--- config.mk ---
export PLATFORM = sky130hd
export DESIGN_NAME = prc_gradient_flat
export DESIGN_NICKNAME = d
export VERILOG_FILES = /design/src/rtl/prc_pkg.sv /design/src/rtl/prc_result_if.sv /design/src/rtl/prc_gradient.sv /design/src/flat_wrapper.sv
export SDC_FILE = /design/constraint.sdc
export NUM_CORES = 1
export LEC_CHECK = 0
export ABC_AREA = 1
export BUFFER_PORTS_ARGS = -buffer_cell sky130_fd_sc_hd__clkbuf_2
export CAP_MARGIN = 20
export CORE_MARGIN = 4
export CORE_UTILIZATION = 50
export CTS_BUF_LIST = sky130_fd_sc_hd__clkbuf_8 sky130_fd_sc_hd__clkbuf_16
export DETAILED_ROUTE_END_ITERATION = 8
export GPL_TIMING_DRIVEN = 0
export PLACE_DENSITY = 0.74
export SETUP_SLACK_MARGIN = 0.05
export SLEW_MARGIN = 25
export SYNTH_ARGS = -nofsm -noshare
export SYNTH_HDL_FRONTEND = slang
export SYNTH_SLANG_ARGS = --single-unit
--- constraint.sdc ---
create_clock -name clk -period 15.45 [get_ports clk]
set_input_delay 0.7725 -clock clk [delete_from_list [all_inputs] [get_ports clk]]
set_output_delay 0.7725 -clock clk [all_outputs]
set_load 0.005 [all_outputs]
--- src/rtl/prc_pkg.sv ---
// ----------------------------------------------------------------------------
// prc_pkg
// Shared widths, constants, register codes and types of the Prewitt compass
// gradient block.
// ----------------------------------------------------------------------------
package prc_pkg;

  localparam int PIXEL_W            = 8;
  localparam int CFG_DATA_W         = 12;
  localparam int CFG_INDEX_W        = 1;
  localparam int ROW_W              = 12;
  localparam int MAX_WIDTH_DEFAULT  = 2048;
  localparam int LINE_WIDTH_RESET   = 640;
  localparam int FRAME_HEIGHT_RESET = 480;
  localparam int MIN_DIM            = 3;
  localparam int GRAD_MAX           = 255;
  localparam int NUM_DIRS           = 4;
  localparam int WIN_TAPS           = 9;
  // A kernel sum lies within +/-765, which needs eleven signed bits.
  localparam int SUM_W              = 11;

  typedef enum logic [CFG_INDEX_W-1:0] {
    REG_LINE_WIDTH   = 1'b0,
    REG_FRAME_HEIGHT = 1'b1
  } cfg_reg_t;

  typedef logic signed [1:0]       coef_t;
  typedef logic signed [SUM_W-1:0] sum_t;

  // Compass kernels for 0, 45, 90 and 135 degrees, taps in raster order of
  // the window (top left first).
  localparam coef_t KERNEL [NUM_DIRS][WIN_TAPS] = '{
    '{ 2'sd1,  2'sd1,  2'sd1,  2'sd0,  2'sd0,  2'sd0, -2'sd1, -2'sd1, -2'sd1 },
    '{ 2'sd1,  2'sd0, -2'sd1,  2'sd1,  2'sd0, -2'sd1,  2'sd1,  2'sd0, -2'sd1 },
    '{ 2'sd1,  2'sd1,  2'sd0,  2'sd1,  2'sd0, -2'sd1,  2'sd0, -2'sd1, -2'sd1 },
    '{ 2'sd0,  2'sd1,  2'sd1, -2'sd1,  2'sd0,  2'sd1, -2'sd1, -2'sd1,  2'sd0 }
  };

  typedef struct packed {
    logic [WIN_TAPS-1:0][PIXEL_W-1:0] px;
  } window_t;

  typedef struct packed {
    logic interior;
    logic last;
  } win_flags_t;

endpackage

--- src/rtl/prc_result_if.sv ---
// ----------------------------------------------------------------------------
// prc_result_if
// Valid/ready channel that carries one gradient result per item.
// ----------------------------------------------------------------------------
interface prc_result_if;
  logic                         valid;
  logic                         ready;
  logic [prc_pkg::PIXEL_W-1:0]  gradient;
  logic                         last_of_frame;

  modport source (output valid, output gradient, output last_of_frame, input ready);
  modport sink   (input valid, input gradient, input last_of_frame, output ready);
endinterface

--- src/rtl/prc_gradient.sv ---
// ----------------------------------------------------------------------------
// prc_gradient
// Applies the four compass kernels to a window, then takes the largest
// magnitude, saturates it and holds it in the output register.
// ----------------------------------------------------------------------------
module prc_gradient (
  input  logic                 clk,
  input  logic                 rst,
  input  logic                 win_valid,
  input  prc_pkg::window_t     win,
  input  prc_pkg::win_flags_t  win_flags,
  output logic                 win_ready,
  prc_result_if.source         results
);

  prc_pkg::sum_t  sums    [prc_pkg::NUM_DIRS];
  prc_pkg::sum_t  s2_sums [prc_pkg::NUM_DIRS];
  logic           s2_valid;
  logic           s2_last;
  logic           s2_adv;
  logic           s2_load;
  logic           out_free;
  logic [prc_pkg::SUM_W-1:0]    best;
  logic [prc_pkg::PIXEL_W-1:0]  grad_next;

  assign out_free  = !results.valid || results.ready;
  assign s2_adv    = s2_valid && out_free;
  // Border windows give no result and are simply dropped.
  assign win_ready = !win_flags.interior || !s2_valid || out_free;
  assign s2_load   = win_valid && win_ready && win_flags.interior;

  always_comb begin
    prc_pkg::sum_t acc;
    prc_pkg::sum_t ext;
    for (int k = 0; k < prc_pkg::NUM_DIRS; k++) begin
      acc = '0;
      for (int i = 0; i < prc_pkg::WIN_TAPS; i++) begin
        ext = prc_pkg::SUM_W'(win.px[i]);
        if (prc_pkg::KERNEL[k][i] > 0) begin
          acc = acc + ext;
        end else if (prc_pkg::KERNEL[k][i] < 0) begin
          acc = acc - ext;
        end
      end
      sums[k] = acc;
    end
  end

  always_ff @(posedge clk) begin
    if (rst) begin
      s2_valid <= 1'b0;
    end else if (s2_load) begin
      s2_valid <= 1'b1;
    end else if (s2_adv) begin
      s2_valid <= 1'b0;
    end
  end

  always_ff @(posedge clk) begin
    if (s2_load) begin
      s2_sums <= sums;
      s2_last <= win_flags.last;
    end
  end

  always_comb begin
    logic [prc_pkg::SUM_W-1:0] mag;
    best = '0;
    for (int k = 0; k < prc_pkg::NUM_DIRS; k++) begin
      mag = s2_sums[k][prc_pkg::SUM_W-1] ? prc_pkg::SUM_W'(-s2_sums[k])
                                          : prc_pkg::SUM_W'(s2_sums[k]);
      if (mag > best) begin
        best = mag;
      end
    end
    if (best > prc_pkg::SUM_W'(prc_pkg::GRAD_MAX)) begin
      grad_next = prc_pkg::PIXEL_W'(prc_pkg::GRAD_MAX);
    end else begin
      grad_next = best[prc_pkg::PIXEL_W-1:0];
    end
  end

  always_ff @(posedge clk) begin
    if (rst) begin
      results.valid <= 1'b0;
    end else if (s2_adv) begin
      results.valid <= 1'b1;
    end else if (results.ready) begin
      results.valid <= 1'b0;
    end
  end

  always_ff @(posedge clk) begin
    if (s2_adv) begin
      results.gradient      <= grad_next;
      results.last_of_frame <= s2_last;
    end
  end

endmodule

--- src/flat_wrapper.sv ---
// flat-port wrapper written by rule: the top's interface ports become plain ports
module prc_gradient_flat 
  (clk, rst, win_valid, win, win_flags, win_ready, results_valid, results_gradient, results_last_of_frame, results_ready);
  prc_result_if results_i ();
  input  logic clk;
  input  logic rst;
  input  logic win_valid;
  input  prc_pkg::window_t win;
  input  prc_pkg::win_flags_t win_flags;
  output logic win_ready;
  output wire logic [$bits(results_i.valid)-1:0] results_valid;
  output wire logic [$bits(results_i.gradient)-1:0] results_gradient;
  output wire logic [$bits(results_i.last_of_frame)-1:0] results_last_of_frame;
  input wire logic [$bits(results_i.ready)-1:0] results_ready;
  assign results_valid = results_i.valid;
  assign results_gradient = results_i.gradient;
  assign results_last_of_frame = results_i.last_of_frame;
  assign results_i.ready = results_ready;
  prc_gradient u_core (.clk(clk), .rst(rst), .win_valid(win_valid), .win(win), .win_flags(win_flags), .win_ready(win_ready), .results(results_i));
endmodule
==> metrics.cfg, run 1 <==
[status]
status = completed

[timing]
tightest_slew_ps = 708
relSlewSlack_pct = 52.6
layout_min_cycle_time_ps = 6070
hold_violations = 0
setup_viol = 0
skew_ps = 11.8
fmax_mhz = 165
grt_setup_unrepaired = no
finalCritPeriodShare_pct = 39.3
tns_ps = 0
maxSlewViolCount = 0

[synth]
synth_top_area_share_pct = 20.7
synth_edf_count = 54
syn_avg_cell_area_um2 = 8.31
synthCells = 1093
synth-seq-cells = 56
yosysUniqueCellTypes = 49
synth_ff_type = edfxtp_1
yosysTopAreaCell = fa_1
ys_warn_count = 0
syn_area_um2 = 9080
synth_most_common_cell = inv_1
syn-num-nets = 1383
ys_seq_area_share_pct = 18.3
synth_common_cells = inv_1, nand2_1, ha_1
synthArstFlopShare_pct = 0
netlist_top_cells_area = fa_1, edfxtp_1, ha_1

[clocking]
ctsHoldBuffers = 0
cts_resized = 0
cts_sinks = 56
clk_pin_slew_ps = 80
post_cts.repair.setup_buffers = 0
clock_path_buffers = 2
numCtsBuffers = 5
clkLatencyLatePin_ps = 300
root_buffer = clkbuf_16
cts_max_level = 2
cts_tree = done

[routing]
drc = 0
via_per_inst = 4.96
num_vias = 6995
wirelength_um = 19700
post_drt_wl_per_cell_um = 13.9
postRouteAntennaNets = 0
first_pass_iters = 6
drtIter0Drc = 354

[hold_path]
worstHoldStart = u_core.s2_last
holdCritPathClass = register to register
holdPathEnd = u_core.results.last_of_frame
min_path_cells = 0

[grt]
gr-total-overflow = 0
top_usage_layer = met2
grt_pass1_wl_um = 33000
grtUsageTotal_pct = 20.2
grt_pass1_vias = 7005
met1_usage_pct = 26.4
grt_use_met2_pct = 35.3
grt_max_degree = 37
grt_antenna_before_repair = 0
grt_use_met3_pct = 1.21

[critical_path]
crit_path_end_kind = register
path_buf_inv = 7
reg2reg_to = u_core.results.gradient[7]
rr_startpoint = u_core.s2_sums[33]
worstSetupPathType = register to register
max_stage_delay_ps = 470
critPathArrivalTime_ps = 6100
worstPathMaxFanout = 10
critPathSlowestCell = edfxtp_1
r2r_slack_ps = 9380
ff2ff_path_depth = 37
cpLargestDelayFamily = simple AND/OR/NAND/NOR gates
cp-start-kind = register
cp.required_ps = 15470

[place]
portBuffers = 80
gp_congestion = 0.913
hpwlAfterDp_um = 17900

[finish]
antenna_cells = 0
drive_above_1_share_pct = 12.7
finalNetCount = 1471
fillers = 1619
syn_to_final_growth_pct = 9.48

[die]
core-area_um2 = 17900
start_util_pct = 50.7
die_h_um = 143
io_pins = 89
die_x_um = 143
dieArea_um2 = 20400
core.rowCount = 49

[run]
cap_violations = 0

## metal layers
metal,up-vias,wire [µm]
met5,-,0
met4,0,762
met3,38,582
met2,144,9420
met1,3201,8900
li1,3612,-
## placed cells by master (no fill, tap or decap), types with 3 or more instances in the layout
| cell type | instances |
|---|---|
| nor2_2 | 5 |
| xor2_1 | 48 |
| nand4_1 | 12 |
| nand2_1 | 182 |
| o21ai_2 | 7 |
| nor3_1 | 6 |
| nand3_2 | 6 |
| inv_1 | 268 |
| edfxtp_1 | 54 |
| a21o_1 | 7 |
| ha_1 | 118 |
| fa_1 | 94 |
| a211oi_1 | 5 |
| o21ai_0 | 11 |
| o21ai_1 | 22 |
| and2_1 | 3 |
| xnor2_1 | 24 |
| a21oi_1 | 64 |
| nand3_1 | 42 |
| nand2_4 | 5 |
| or2_2 | 3 |
| o21bai_1 | 3 |
| nor2_1 | 46 |
| nand2_2 | 9 |
| clkbuf_16 | 5 |
| nand3b_1 | 5 |
| inv_2 | 11 |
| buf_2 | 3 |
| clkbuf_2 | 80 |
## kinds of logic (layout without fill, tap and decap cells)
logic type	Yosys count	after routing	share of synthesized area, %
compound gates	132	132	8.44
xor+xnor	72	72	6.94
fa+ha+maj	212	212	37.0
buf+inv	287	376	12.1
flops	56	56	18.3
simple gates	334	334	17.3
## sequential cells by signal (all words and copies together) (netlist names)
register / count
u_core.results.gradient: 8
u_core.results.last_of_frame: 1
u_core.results.valid: 1
u_core.s2_last: 1
u_core.s2_sums: 44
u_core.s2_valid: 1
## per-stage QoR
stage	hold WS, ps	cells	utilization, %	area (µm²)	worst slack, ps
3_3_place_gp	405	1402	54.6	9770	9440
6_report	425	1411	55.6	9950	9380
2_1_floorplan	400	1093	-	9080	10350
4_1_cts	426	1411	55.6	9950	9380
3_5_place_dp	407	1403	54.7	9790	9380
5_1_grt	435	1411	55.6	9950	8680
## layout make-up
cell class | count | area [µm²] | area share (%)
timing repair buffer | 81 | 420 | 4.23
inverter | 280 | 1050 | 10.6
tap | 229 | 287 | 2.88
clock inverter | 3 | 28.8 | 0.289
sequential | 56 | 1660 | 16.7
multi-input combinational | 750 | 6330 | 63.6
clock buffer | 5 | 125 | 1.26
buffer | 7 | 41.3 | 0.415
## how the worst max path moves through the flow
stage / startpoint / end / cells past startpoint
3_3_place_gp: u_core.s2_sums[33] / u_core.results.gradient[5] / 37
6_report: u_core.s2_sums[33] / u_core.results.gradient[7] / 37
2_1_floorplan: u_core.s2_sums[33] / u_core.results.gradient[0] / 39
5_1_grt: u_core.s2_sums[33] / u_core.results.gradient[5] / 37
4_1_cts: u_core.s2_sums[33] / u_core.results.gradient[7] / 38
3_5_place_dp: u_core.s2_sums[33] / u_core.results.gradient[7] / 38
Power of run 1 is left out: the tool's default activity adds up to more than one toggle a clock period on the data nets, which glitch-free logic cannot reach.
==> run 2, diff against run 1 <==
==> constraint.sdc (replaced) <==
create_clock -name clk -period 6.2 [get_ports clk]
set_input_delay 0.31 -clock clk [delete_from_list [all_inputs] [get_ports clk]]
set_output_delay 0.31 -clock clk [all_outputs]
set_load 0.005 [all_outputs]
==> run 2 against run 1 <==
First-iteration DRC count shrank 5.1%; global-route usage is the same; worst hold slack lost 250 ps; clock skew is essentially flat; critical path type unchanged.
==> metrics.cfg, run 2 (synthesis results as in run 1) <==
[status]
status = completed

[timing]
hold_violations = 0
relSlewSlack_pct = 52.5
grt_setup_unrepaired = no
maxSlewViolCount = 0
layout_min_cycle_time_ps = 5630
setup_viol = 0
tightest_slew_ps = 710
tns_ps = 0
finalCritPeriodShare_pct = 90.8
fmax_mhz = 178
skew_ps = 12.0

[place]
portBuffers = 80
hpwlAfterDp_um = 17900
gp_congestion = 0.913

[critical_path]
worstPathMaxFanout = 10
critPathArrivalTime_ps = 5680
cp-start-kind = register
max_stage_delay_ps = 410
critPathSlowestCell = edfxtp_1
cp.required_ps = 6250
worstSetupPathType = register to register
crit_top_cell = nand2_1
crit_path_end_kind = register

[clocking]
cts_max_level = 2
root_buffer = clkbuf_16
clkLatencyLatePin_ps = 300
ctsHoldBuffers = 0
clk_pin_slew_ps = 80
numCtsBuffers = 5
clock_path_buffers = 2
cts_tree = done
cts_sinks = 56

[grt]
grt_max_degree = 37
gr-total-overflow = 0
grtUsageTotal_pct = 20.2
grt_pass1_wl_um = 33000
grt_antenna_before_repair = 0
grt_pass1_vias = 7005

[routing]
post_drt_wl_per_cell_um = 14.0
postRouteAntennaNets = 0
first_pass_iters = 5
drtIter0Drc = 336
num_vias = 7021
via_per_inst = 4.96
drc = 0
wirelength_um = 19800

[hold_path]
holdCritPathClass = input pin to register

[finish]
seq_area_um2 = 1660
finalNetCount = 1476
syn_to_final_growth_pct = 10.7
fillers = 1608
final_cell_mix = inv_1, nand2_1, ha_1
largest_register_ffs = 44
antenna_cells = 0
final_common_cell = inv_1
multiInputGateArea_um2 = 6380
top_register = u_core.s2_sums
drive_above_1_share_pct = 13.8
top_regs = u_core.s2_sums: 44 flops, u_core.results.gradient: 8 flops

[die]
die_h_um = 143
start_util_pct = 50.7
io_pins = 89
core.rowCount = 49
die_x_um = 143
dieArea_um2 = 20400
core-area_um2 = 17900

[run]
cap_violations = 0

==> run 2: through the flow <==
step	util, %	cell area [µm²]	std cells	hold WS (ps)	setup WS [ps]
4_1_cts	55.6	9950	1411	172	129
3_5_place_dp	54.7	9790	1403	407	133
2_1_floorplan	-	9080	1093	379	1100
5_1_grt	56.2	10100	1416	172	48.8
3_3_place_gp	54.6	9770	1402	405	187
6_report	56.2	10100	1416	177	572
==> run 2: worst paths after layout <==
kind	start	end	slack (ps)	cells after the start
setup reg to reg	u_core.s2_sums[33]	u_core.results.gradient[3]	570	39
setup / recovery	u_core.s2_sums[33]	u_core.results.gradient[3]	570	39
hold / removal	rst	u_core.results.valid	180	2
hold reg to reg	u_core.s2_last	u_core.results.last_of_frame	420	0
==> run 2: repair_timing <==
action	4_1_cts	5_1_grt
buffers inserted	0	5
gates resized for setup	0	16
setup endpoints to repair	0	8
==> run 2: per-layer routing <==
layer | GRT usage, % | up-vias | share of wire (%)
met4 | 7.90 | 0 | 3.7
met1 | 26.4 | 3230 | 45
met3 | 1.21 | 36 | 2.7
met2 | 35.3 | 138 | 49
met5 | 0 | - | 0
li1 | - | 3617 | -
==> run 2: area by class of cell <==
class	instances	share of cell area [%]
clock inverter	3	0.286
buffer	7	0.485
tap	229	2.85
sequential	56	16.5
timing repair buffer	86	4.68
clock buffer	5	1.24
multi-input combinational	750	63.4
inverter	280	10.5
==> run 2: critical path, delay by kind of cell (launching register included) <==
family | cells | cell delay [ps]
compound gates | 7 | 1040
buf+inv | 7 | 750
fa+ha+maj | 4 | 1080
flops | 1 | 410
simple gates | 21 | 2100
Power of run 2 is left out for the same reason.
==> run 3, diff against run 2 <==
--- a/config.mk
+++ b/config.mk
@@ -5,7 +5,7 @@
 export SDC_FILE = /design/constraint.sdc
 export NUM_CORES = 1
 export LEC_CHECK = 0
-export ABC_AREA = 1
+export ABC_AREA = 0
 export BUFFER_PORTS_ARGS = -buffer_cell sky130_fd_sc_hd__clkbuf_2
 export CAP_MARGIN = 20
 export CORE_MARGIN = 4
==> run 3 against run 2 <==
The flow now finishes with violations (setup timing); synthesized cell count down 18%; global-route usage down 0.15 points; count of clock-buffer cells in the layout unchanged.
==> metrics.cfg, run 3 <==
[synth]
synth_ff_type = edfxtp_1
synth-seq-cells = 56
synthArstFlopShare_pct = 0
synthCells = 894
ys_seq_area_share_pct = 19.5
yosysTopAreaCell = fa_1
ys_warn_count = 0
netlist_top_cells_area = fa_1, edfxtp_1, ha_1
synth_most_common_cell = inv_1
syn-num-nets = 1184
syn_avg_cell_area_um2 = 9.53
synth_common_cells = inv_1, ha_1, fa_1
syn_area_um2 = 8520
synth_edf_count = 54
yosysUniqueCellTypes = 55
synth_top_area_share_pct = 22.1

[critical_path]
cp.required_ps = 6230
cp-start-kind = register
worstSetupPathType = register to register
max_stage_delay_ps = 490
critPathSlowestCell = or4b_4
critPathArrivalTime_ps = 7140
r2r_slack_ps = -910
crit_path_end_kind = register
crit_top_cell = ha_4
rr_startpoint = u_core.s2_sums[33]
reg2reg_to = u_core.results.gradient[2]
ff2ff_path_depth = 33
worstPathMaxFanout = 8

[clocking]
clkLatencyLatePin_ps = 290
clk_pin_slew_ps = 70
clock_path_buffers = 2
cts_sinks = 56
ctsHoldBuffers = 0
numCtsBuffers = 5
root_buffer = clkbuf_16
cts_max_level = 2
cts_tree = done

[hold_path]
min_path_cells = 2
holdPathEnd = u_core.s2_valid
worstHoldStart = rst
holdCritPathClass = input pin to register

[timing]
skew_ps = 7.20
holdWs_ps = 192
setup_viol = 8
relSlewSlack_pct = 45.0
fin_ws_ps = -911
finalCritPeriodShare_pct = 115
grt_setup_unrepaired = yes
hold_violations = 0
fmax_mhz = 141
tightest_slew_ps = 813
layout_min_cycle_time_ps = 7110
maxSlewViolCount = 0

[finish]
utilization_pct = 60.2
multiInputGateArea_um2 = 6410
drive_above_1_share_pct = 18.6
antenna_cells = 0
largest_register_ffs = 44
final_cell_mix = inv_1, ha_1, fa_1
final_common_cell = inv_1
top_register = u_core.s2_sums
finalNetCount = 1303
fillers = 1347
top_regs = u_core.s2_sums: 44 flops, u_core.results.gradient: 8 flops
seq_area_um2 = 1660
syn_to_final_growth_pct = 17.7

[grt]
grt_pass1_vias = 6808
gr-total-overflow = 0
top_usage_layer = met2
grt_use_met2_pct = 35.1
grt_pass1_wl_um = 31700
grtUsageTotal_pct = 20.1
grt_use_met3_pct = 2.59
grt_max_degree = 26
grt_antenna_before_repair = 0
met1_usage_pct = 26.0

[die]
core-area_um2 = 16600
core.rowCount = 47
die_x_um = 139
die_h_um = 139
start_util_pct = 51.2
io_pins = 89
dieArea_um2 = 19200

[status]
status = finished with violations
violations = setup timing

[routing]
num_vias = 6364
drtIter0Drc = 256
wirelength_um = 18800
first_pass_iters = 4
post_drt_wl_per_cell_um = 15.2
postRouteAntennaNets = 0
via_per_inst = 5.16
drc = 0

[place]
portBuffers = 80
gp_congestion = 0.895
hpwlAfterDp_um = 16200

[run]
cap_violations = 0

run 3: cell types whose count changed after synthesis, moves of 10 or more:
cell / delta
nand2_1: -142
a21oi_1: -14
o21ai_0: +28
inv_2: -10
inv_1: -58
xnor2_1: +23
o21ai_1: -20
xor2_1: -18
a21o_1: +13
nand3_1: -31
nor2b_1: +10
run 3: cells by family after synthesis:
| kind of cell | after synthesis | share of synthesized area [%] |
|---|---|---|
| simple gates | 142 | 8.33 |
| xor+xnor | 78 | 8.11 |
| buf+inv | 218 | 9.61 |
| fa+ha+maj | 212 | 39.4 |
| mux | 12 | 1.51 |
| compound gates | 176 | 13.5 |
| flops | 56 | 19.5 |
run 3: worst max-delay path: cells and delay by family, from the launching register on:
kind / cells / cell delay, ps
DFF: 1 / 440
muxes: 2 / 560
and+or+nand+nor: 10 / 2170
adders and majority gates: 4 / 940
buffers and inverters: 7 / 880
AOI/OAI and AO/OA: 10 / 1820
run 3: stage by stage:
| stage | setup slack (ps) | instance area [µm²] | instances | TNS [ps] |
|---|---|---|---|---|
| finish | -911 | 10000 | 1234 | -7190 |
| global route | -1160 | 10000 | 1234 | -9160 |
| CTS | -867 | 9890 | 1228 | -6840 |
| detailed placement | -1480 | 9470 | 1195 | -11610 |
| global placement | -1430 | 9440 | 1194 | -11240 |
| floorplan | -789 | 8760 | 894 | -6180 |
run 3: worst max-delay path by stage:
stage	start	end	slack, ps	cells after the start
after floorplan	u_core.s2_sums[34]	u_core.results.gradient[1]	-790	31
after global placement	u_core.s2_sums[33]	u_core.results.gradient[1]	-1430	31
after detailed placement	u_core.s2_sums[33]	u_core.results.gradient[1]	-1480	31
after CTS	u_core.s2_sums[33]	u_core.results.gradient[2]	-870	33
after global routing	u_core.s2_sums[33]	u_core.results.gradient[4]	-1160	33
final	u_core.s2_sums[33]	u_core.results.gradient[2]	-910	33
run 3: repair_timing:
action,4_1_cts,5_1_grt
gates resized for setup,22,17
endpoints found under the setup margin,8,8
buffers inserted,25,6
pin swaps,23,19
run 3: metal layers:
metal / share of wire (%) / routed length [µm]
met4: 2.8 / 529
met1: 45 / 8360
met3: 3.5 / 650
met2: 49 / 9230
met5: 0 / 0
run 3: cell type report:
type                       count  share of cell area [%]
multi-input combinational    620                    64.0
sequential                    56                    16.6
inverter                     211                    7.90
timing repair buffer         112                    6.74
tap                          220                    2.75
clock buffer                   5                    1.25
buffer                         7                   0.449
clock inverter                 3                   0.375
Power of run 3 is left out for the same reason.
